<file path="src/rtl/core/assert_macros.svh">
// Assertion macros used by the top level of the priority inheritance table.
`ifndef ASSERT_MACROS_SVH
`define ASSERT_MACROS_SVH

// The consequent must hold in the same cycle as the antecedent.
`define ASSERT_IMPLIES(label, clk, rst, cond, expr) \
   label: assert property (@(posedge clk) disable iff (rst) (cond) |-> (expr)) \
      else $error("assertion failed");

// The consequent must hold in the cycle after the antecedent.
`define ASSERT_NEXT(label, clk, rst, cond, expr) \
   label: assert property (@(posedge clk) disable iff (rst) (cond) |=> (expr)) \
      else $error("assertion failed");

`endif

</file>
<file path="src/rtl/core/pit_pkg.sv">
// Shared command codes, status codes and controller interface types.
package pit_pkg;

   localparam logic CMD_BLOCK   = 1'b0;
   localparam logic CMD_RELEASE = 1'b1;

   localparam logic [1:0] STATUS_WRITE     = 2'd0;
   localparam logic [1:0] STATUS_NO_CHANGE = 2'd1;
   localparam logic [1:0] STATUS_FULL      = 2'd2;
   localparam logic [1:0] STATUS_IGNORED   = 2'd3;

   typedef struct packed {
      logic load;
      logic scan_en;
      logic recomp;
      logic decide;
      logic finish_recomp;
      logic out_load;
   } ctl_cmd_type;

   typedef struct packed {
      logic scan_done;
      logic ignored;
      logic need_recomp;
      logic out_free;
   } ctl_sts_type;

endpackage

</file>
<file path="src/rtl/core/pit_controller.sv">
// Sequencing state machine for the priority inheritance table.
module pit_controller (
   input  logic                clock,
   input  logic                reset,
   input  logic                req_valid,
   output logic                req_ready,
   input  pit_pkg::ctl_sts_type ctl_sts,
   output pit_pkg::ctl_cmd_type ctl_cmd
);
   import pit_pkg::*;

   typedef enum logic [2:0] {
      ST_IDLE,
      ST_LOOKUP,
      ST_DECIDE,
      ST_RECOMP,
      ST_FINISH
   } state_type;

   state_type state_ff;
   state_type state_in;

   assign req_ready = (state_ff == ST_IDLE);

   always_comb begin
      state_in = state_ff;
      ctl_cmd  = '0;
      unique case (state_ff)
         ST_IDLE: begin
            if (req_valid) begin
               ctl_cmd.load = 1'b1;
               state_in     = ST_LOOKUP;
            end
         end
         ST_LOOKUP: begin
            ctl_cmd.scan_en = 1'b1;
            if (ctl_sts.ignored || ctl_sts.scan_done) begin
               state_in = ST_DECIDE;
            end
         end
         ST_DECIDE: begin
            ctl_cmd.decide = 1'b1;
            state_in       = ctl_sts.need_recomp ? ST_RECOMP : ST_FINISH;
         end
         ST_RECOMP: begin
            ctl_cmd.scan_en = 1'b1;
            ctl_cmd.recomp  = 1'b1;
            if (ctl_sts.scan_done) begin
               ctl_cmd.finish_recomp = 1'b1;
               state_in              = ST_FINISH;
            end
         end
         ST_FINISH: begin
            if (ctl_sts.out_free) begin
               ctl_cmd.out_load = 1'b1;
               state_in         = ST_IDLE;
            end
         end
         default: begin
            state_in = ST_IDLE;
         end
      endcase
   end

   always_ff @(posedge clock) begin
      if (reset) begin
         state_ff <= ST_IDLE;
      end else begin
         state_ff <= state_in;
      end
   end

endmodule

</file>
<file path="config.mk">
export PLATFORM = sky130hd
export DESIGN_NAME = pit_controller
export DESIGN_NICKNAME = d
export VERILOG_FILES = /design/src/rtl/core/assert_macros.svh /design/src/rtl/core/pit_pkg.sv /design/src/rtl/core/pit_controller.sv
export SDC_FILE = /design/constraint.sdc
export NUM_CORES = 1
export LEC_CHECK = 0
export BUFFER_PORTS_ARGS = -buffer_cell sky130_fd_sc_hd__buf_2
export CAP_MARGIN = 25
export CORE_AREA = 5 5 42 44
export DETAILED_ROUTE_END_ITERATION = 8
export DIE_AREA = 0 0 47 49
export SYNTH_ARGS = -nofsm -noshare
export SYNTH_HDL_FRONTEND = slang
export SYNTH_SLANG_ARGS = --single-unit
</file>
<file path="constraint.sdc">
create_clock -name clock -period 1 [get_ports clock]
set_input_delay 0.15 -clock clock [delete_from_list [all_inputs] [get_ports clock]]
set_output_delay 0.15 -clock clock [all_outputs]
set_load 0.03 [all_outputs]
</file>
Word level (Yosys, flattened, before mapping)
Cells that the tools add are included.

operators by class
  add/sub/neg operators = 0
  shift-type cells = 0
  $lt $le $gt $ge = 0
  muxes and demuxes = 15
  reductions and logical operators = 4
  bitwise operators = 0
  equal/unequal tests = 8
  div/mod/pow operators = 0
  multipliers = 0

operators with widths
  cell                                           count
  2-to-1 mux 3 bit                               5
  one-hot mux 3 bit (5 select lines)             1
  2-to-1 mux 1 bit                               9
  inequality test 2 bit, second input constant   4
  == test 3 x 2 -> 1 bit, second input constant  2
  AND reduction 4 bit                            1
  == test 3 x 1 -> 1 bit, second input constant  1
  == test 3 bit, second input constant           1
  logical NOT 3 bit                              1
  OR reduction 2 bit                             1
  logical OR 1 bit                               1

storage, ports and cells
  flip-flop bits (word level) = 3
  memories kept = 0
  latch bits = 0
  bits in writable memories = 0
  memory bits (read-only) = 0
  input port bits = 7
  output and inout port bits = 7

Depth between registers and ports, before layout
  depth after elaboration = 3
  mapped depth = 4
  mapped depth without buffers = 3

Least setup slack after synthesis
Ideal clock, no wire load.

  path type = register -> output
  start point = register state_ff[1]
  end point = output port ctl_cmd[5] (netlist name)
  required time = 850 ps
  arrival time = 1,565 ps
  cell stages (with the launch flop) = 4
  path slack = -715 ps
  path buffers = 1
  cell sequence = dfxtp_1 > buf_2 > nor3_1 > and2_1

RTL lines
  element                   RTL line              RTL
  start: declaration        pit_controller.sv:20  state_type state_ff;
  start signal: assignment  pit_controller.sv:69  state_ff <= state_in;
  end: declaration          pit_controller.sv:8   output pit_pkg::ctl_cmd_type ctl_cmd

==> report_table.html <==
<table>
<tr><th>Metric</th><th>Value</th></tr>
<tr><th colspan="2">Run status</th></tr>
<tr><td>Result of the run</td><td>complete, but fails checks</td></tr>
<tr><td>Violated checks</td><td>negative setup slack</td></tr>
<tr><th colspan="2">STA</th></tr>
<tr><td>Endpoints failing hold</td><td>0</td></tr>
<tr><td>Final setup skew</td><td>about 0.0054 ns</td></tr>
<tr><td>Number of endpoints failing setup at the final stage</td><td>10</td></tr>
<tr><td>Setup repair after global routing missed its margin</td><td>yes</td></tr>
<tr><td>Final critical delay including setup and external delays</td><td>1.261 ns</td></tr>
<tr><td>Slew Viols, Final</td><td>0</td></tr>
<tr><td>F_max</td><td>about 790 MHz</td></tr>
<tr><td>Worst setup margin</td><td>-0.2606 ns</td></tr>
<tr><td>Remaining max-slew budget at the tightest pin</td><td>83.94%</td></tr>
<tr><td>Post-route clock period utilization</td><td>126.1%</td></tr>
<tr><td>Transition time at the pin with the least slew margin</td><td>0.2403 ns</td></tr>
<tr><th colspan="2">Worst setup path</th></tr>
<tr><td>Capturing element type of the critical path</td><td>output port</td></tr>
<tr><td>Startpoint-to-endpoint class of the critical path</td><td>register to output port</td></tr>
<tr><td>Largest stage delay on the critical path</td><td>0.35 ns</td></tr>
<tr><td>Crit path arrival time</td><td>1.11 ns</td></tr>
<tr><td>Required time reported for the critical path endpoint</td><td>0.85 ns</td></tr>
<tr><td>Cells along the critical path</td><td>buf_4 -&gt; nor2_4 -&gt; and2_4 -&gt; buf_6</td></tr>
<tr><td>Crit path max fanout</td><td>4</td></tr>
<tr><td>Number of cell instances on the worst register-to-register path</td><td>4</td></tr>
<tr><td>Startpoint type of the worst setup path</td><td>register</td></tr>
<tr><td>Library cell contributing the largest single delay on the critical path</td><td>sky130_fd_sc_hd__dfxtp_4</td></tr>
<tr><th colspan="2">Logic synthesis</th></tr>
<tr><td>Number of nets produced by synthesis</td><td>38</td></tr>
<tr><td>Ys Warns</td><td>0</td></tr>
<tr><td>Synthesized flop and latch total</td><td>3</td></tr>
<tr><td>Post-synth cell types</td><td>19</td></tr>
<tr><td>Cells after Synth</td><td>31</td></tr>
<tr><td>Netlist area before placement</td><td>239.0 µm²</td></tr>
<tr><td>Synth Area per Inst</td><td>7.709 µm²</td></tr>
<tr><td>Sequential-to-total area share from yosys stat</td><td>25.13%</td></tr>
<tr><th colspan="2">Pwr</th></tr>
<tr><td>Power share of the combinational group</td><td>52.2%</td></tr>
<tr><td>Sequential share of power</td><td>19.7%</td></tr>
<tr><td>Cell Int Power</td><td>~0.52 mW</td></tr>
<tr><td>Leakage power summed over all cells</td><td>~0.26 nW</td></tr>
<tr><td>Share of power burned in the clock network</td><td>around 28%</td></tr>
<tr><td>Net switching fraction of the power</td><td>35.13%</td></tr>
<tr><td>Total power</td><td>about 0.8 mW</td></tr>
<tr><td>Pwr per Cell Area</td><td>1371 mW/mm²</td></tr>
<tr><td>Net load switching power</td><td>0.2831 mW</td></tr>
<tr><td>Largest vdd supply drop</td><td>0.0005045 V</td></tr>
<tr><th colspan="2">Die</th></tr>
<tr><td>Horizontal die dimension</td><td>47 µm</td></tr>
<tr><td>Height of the die</td><td>between 40 and 50 µm</td></tr>
<tr><td>Standard cell core area</td><td>0.001401 mm²</td></tr>
<tr><td>DIE AREA</td><td>0.002303 mm²</td></tr>
<tr><td>Total number of placement rows</td><td>14</td></tr>
<tr><td>Number of primary I/O pins</td><td>14</td></tr>
<tr><td>Starting Density</td><td>17.05%</td></tr>
<tr><th colspan="2">Place</th></tr>
<tr><td>Number of cells after detailed placement</td><td>65</td></tr>
<tr><td>Half-perimeter wire length after detailed placement</td><td>543.6 µm</td></tr>
<tr><td>I/O Buffers</td><td>13</td></tr>
<tr><td>Routability cong.</td><td>0.7544</td></tr>
<tr><th colspan="2">Final layout</th></tr>
<tr><td>Area growth, synth to finish</td><td>146.1%</td></tr>
<tr><td>Most common cell after layout, fill and taps aside</td><td>sky130_fd_sc_hd__buf_4</td></tr>
<tr><td>Most frequent cells in the layout</td><td>11 x sky130_fd_sc_hd__buf_4, 9 x sky130_fd_sc_hd__buf_6, 6 x sky130_fd_sc_hd__buf_2</td></tr>
<tr><td>Register name with the most flops</td><td>state_ff</td></tr>
<tr><td>Largest registers ranked by flip-flop count</td><td>state_ff (3)</td></tr>
<tr><td>Flip-flop count of the largest register, all copies and words added</td><td>3</td></tr>
<tr><td># nets final</td><td>68</td></tr>
<tr><td>Layout cell share with drive strength beyond 1</td><td>85.00%</td></tr>
<tr><td>Number of standard cells in the layout, taps in and fillers out</td><td>76</td></tr>
<tr><td>Total inserted antenna cells</td><td>0</td></tr>
<tr><td>Utilization after layout</td><td>41.96%</td></tr>
<tr><td>Number of fillers in the final layout</td><td>about 150</td></tr>
<tr><th colspan="2">Detailed routing</th></tr>
<tr><td>Antenna Violating Nets Remaining</td><td>0</td></tr>
<tr><td>Vias post-DR</td><td>~340</td></tr>
<tr><td>Detailed-route wire length</td><td>897 µm</td></tr>
<tr><td>Iteration-0 DRC Markers</td><td>2</td></tr>
<tr><td>First-pass detailed-route iteration total</td><td>2</td></tr>
<tr><td>Detailed-route vias per instance</td><td>4.447</td></tr>
<tr><td>Wirelength per Cell</td><td>11.80 µm</td></tr>
<tr><td>Final routed DRC violation total</td><td>0</td></tr>
<tr><th colspan="2">GRT</th></tr>
<tr><td>Antenna violations before repair</td><td>0</td></tr>
<tr><td>Wire length of the first global-routing pass</td><td>1449 µm</td></tr>
<tr><td>Total global-route track usage</td><td>8.873%</td></tr>
<tr><td>Global route overflow</td><td>0</td></tr>
<tr><td>Number of global-route vias before repair</td><td>~350</td></tr>
<tr><td>Largest net degree at the start of global routing</td><td>9</td></tr>
<tr><th colspan="2">CTS</th></tr>
<tr><td>H-Tree Level Count</td><td>1</td></tr>
<tr><td>Worst-skew pair later-pin latency</td><td>0.24 ns</td></tr>
<tr><td>Number of buffers between clock root and the deepest sink</td><td>2</td></tr>
<tr><td>Clock buffer count from CTS</td><td>3</td></tr>
<tr><td>Total of hold buffers inserted after clock tree synthesis</td><td>0</td></tr>
<tr><td>Number of clock sinks seen by CTS</td><td>3</td></tr>
<tr><td>Clk root buf</td><td>sky130_fd_sc_hd__clkbuf_4</td></tr>
<tr><td>CTS tree</td><td>done</td></tr>
<tr><td>Clk slew on worst S/H paths</td><td>0.04 ns</td></tr>
<tr><th colspan="2">Worst hold path</th></tr>
<tr><td>Kind of path behind the tightest hold check</td><td>input port to register</td></tr>
<tr><td>Cells on Worst Hold Path</td><td>2</td></tr>
<tr><th colspan="2">Job</th></tr>
<tr><td>Maxcap violations</td><td>0</td></tr>
</table>
## stage by stage
stage	instance area, µm²	setup WS [ns]	TNS, ns	hold WS, ns
finish	588.1	-0.2606	-1.765	0.1185
global route	588.1	-0.2998	-2.163	0.1049
CTS	539.3	-0.2504	-1.700	0.1020
detailed placement	386.6	-0.08926	-0.4532	0.3549
global placement	386.6	-0.07035	-0.3364	0.3558
floorplan	271.5	-0.2202	-0.6303	0.2117
## power groups by stage
stage	Combinational (mW)	Sequential [mW]	Clock, mW
after floorplan	0.196	0.147	0
after global placement	0.263	0.162	0
after detailed placement	0.264	0.162	0
after CTS	0.366	0.158	0.236
after global routing	0.451	0.161	0.249
final	0.421	0.159	0.227
## kinds of logic (layout without fill, tap and decap cells)
| group | after synthesis | count (layout) | synth area share [%] |
|---|---|---|---|
| buf+inv | 3 | 32 | 8.373 |
| flops | 3 | 3 | 25.13 |
| compound gates | 6 | 6 | 17.28 |
| simple gates | 19 | 19 | 49.21 |
## repair_timing
| item | CTS | global route |
|---|---|---|
| pin swaps | 5 | 2 |
| setup endpoints to repair | 10 | 10 |
| gates resized for setup | 26 | 8 |
| buffers inserted | 4 | 3 |
## worst max-delay path, delay by kind of cell, from the launching register on
family	cells	cell delay [ns]
and+or+nand+nor	2	0.24
buffers and inverters	2	0.27
DFF	1	0.35
## cell type report
cell class | count | area [µm²] | area share, %
timing repair buffer | 27 | 234.0 | 39.79
multi-input combinational | 25 | 232.7 | 39.57
sequential | 3 | 71.32 | 12.13
clock buffer | 4 | 26.28 | 4.468
tap | 16 | 20.02 | 3.404
inverter | 1 | 3.754 | 0.6383
## path summary, 6_finish.rpt
path                                          startpoint                  endpoint  slack [ns]
worst max register to register  state_ff[0]$_SDFFE_PP0P_  state_ff[1]$_SDFFE_PP0P_       -0.11
worst max-delay path            state_ff[0]$_SDFFE_PP0P_                ctl_cmd[2]       -0.26
worst min register to register  state_ff[2]$_SDFFE_PP0P_  state_ff[1]$_SDFFE_PP0P_        0.61
worst min-delay path                               reset  state_ff[2]$_SDFFE_PP0P_        0.12
## synth_stat cells
cell / count / area [µm²]
sky130_fd_sc_hd__nand2b_2: 1 / 8.760
sky130_fd_sc_hd__nand3_1: 1 / 5.000
sky130_fd_sc_hd__buf_2: 1 / 5.000
sky130_fd_sc_hd__nor3b_1: 1 / 7.510
sky130_fd_sc_hd__and2_2: 1 / 7.510
sky130_fd_sc_hd__a311o_2: 1 / 11.26
sky130_fd_sc_hd__nor2b_1: 2 / 12.51
sky130_fd_sc_hd__a21oi_1: 3 / 15.01
sky130_fd_sc_hd__and2_1: 2 / 12.51
sky130_fd_sc_hd__nor4b_1: 1 / 8.760
sky130_fd_sc_hd__dfxtp_1: 3 / 60.06
sky130_fd_sc_hd__nand2_1: 1 / 3.750
sky130_fd_sc_hd__inv_1: 1 / 3.750
sky130_fd_sc_hd__a31oi_1: 1 / 6.260
sky130_fd_sc_hd__buf_6: 1 / 11.26
sky130_fd_sc_hd__nor2_1: 2 / 7.510
sky130_fd_sc_hd__nor2b_4: 1 / 13.76
sky130_fd_sc_hd__o31a_1: 1 / 8.760
sky130_fd_sc_hd__nor3_1: 6 / 30.03
## layer usage
layer / routed length, µm / GRT usage, % / up-vias
met5: 0 / 0 / -
met4: 23 / 6.912 / 0
met3: 62 / 1.476 / 2
met2: 482 / 14.71 / 13
met1: 327 / 9.231 / 153
li1: - / - / 170
Power figures use the tool's default switching activity.
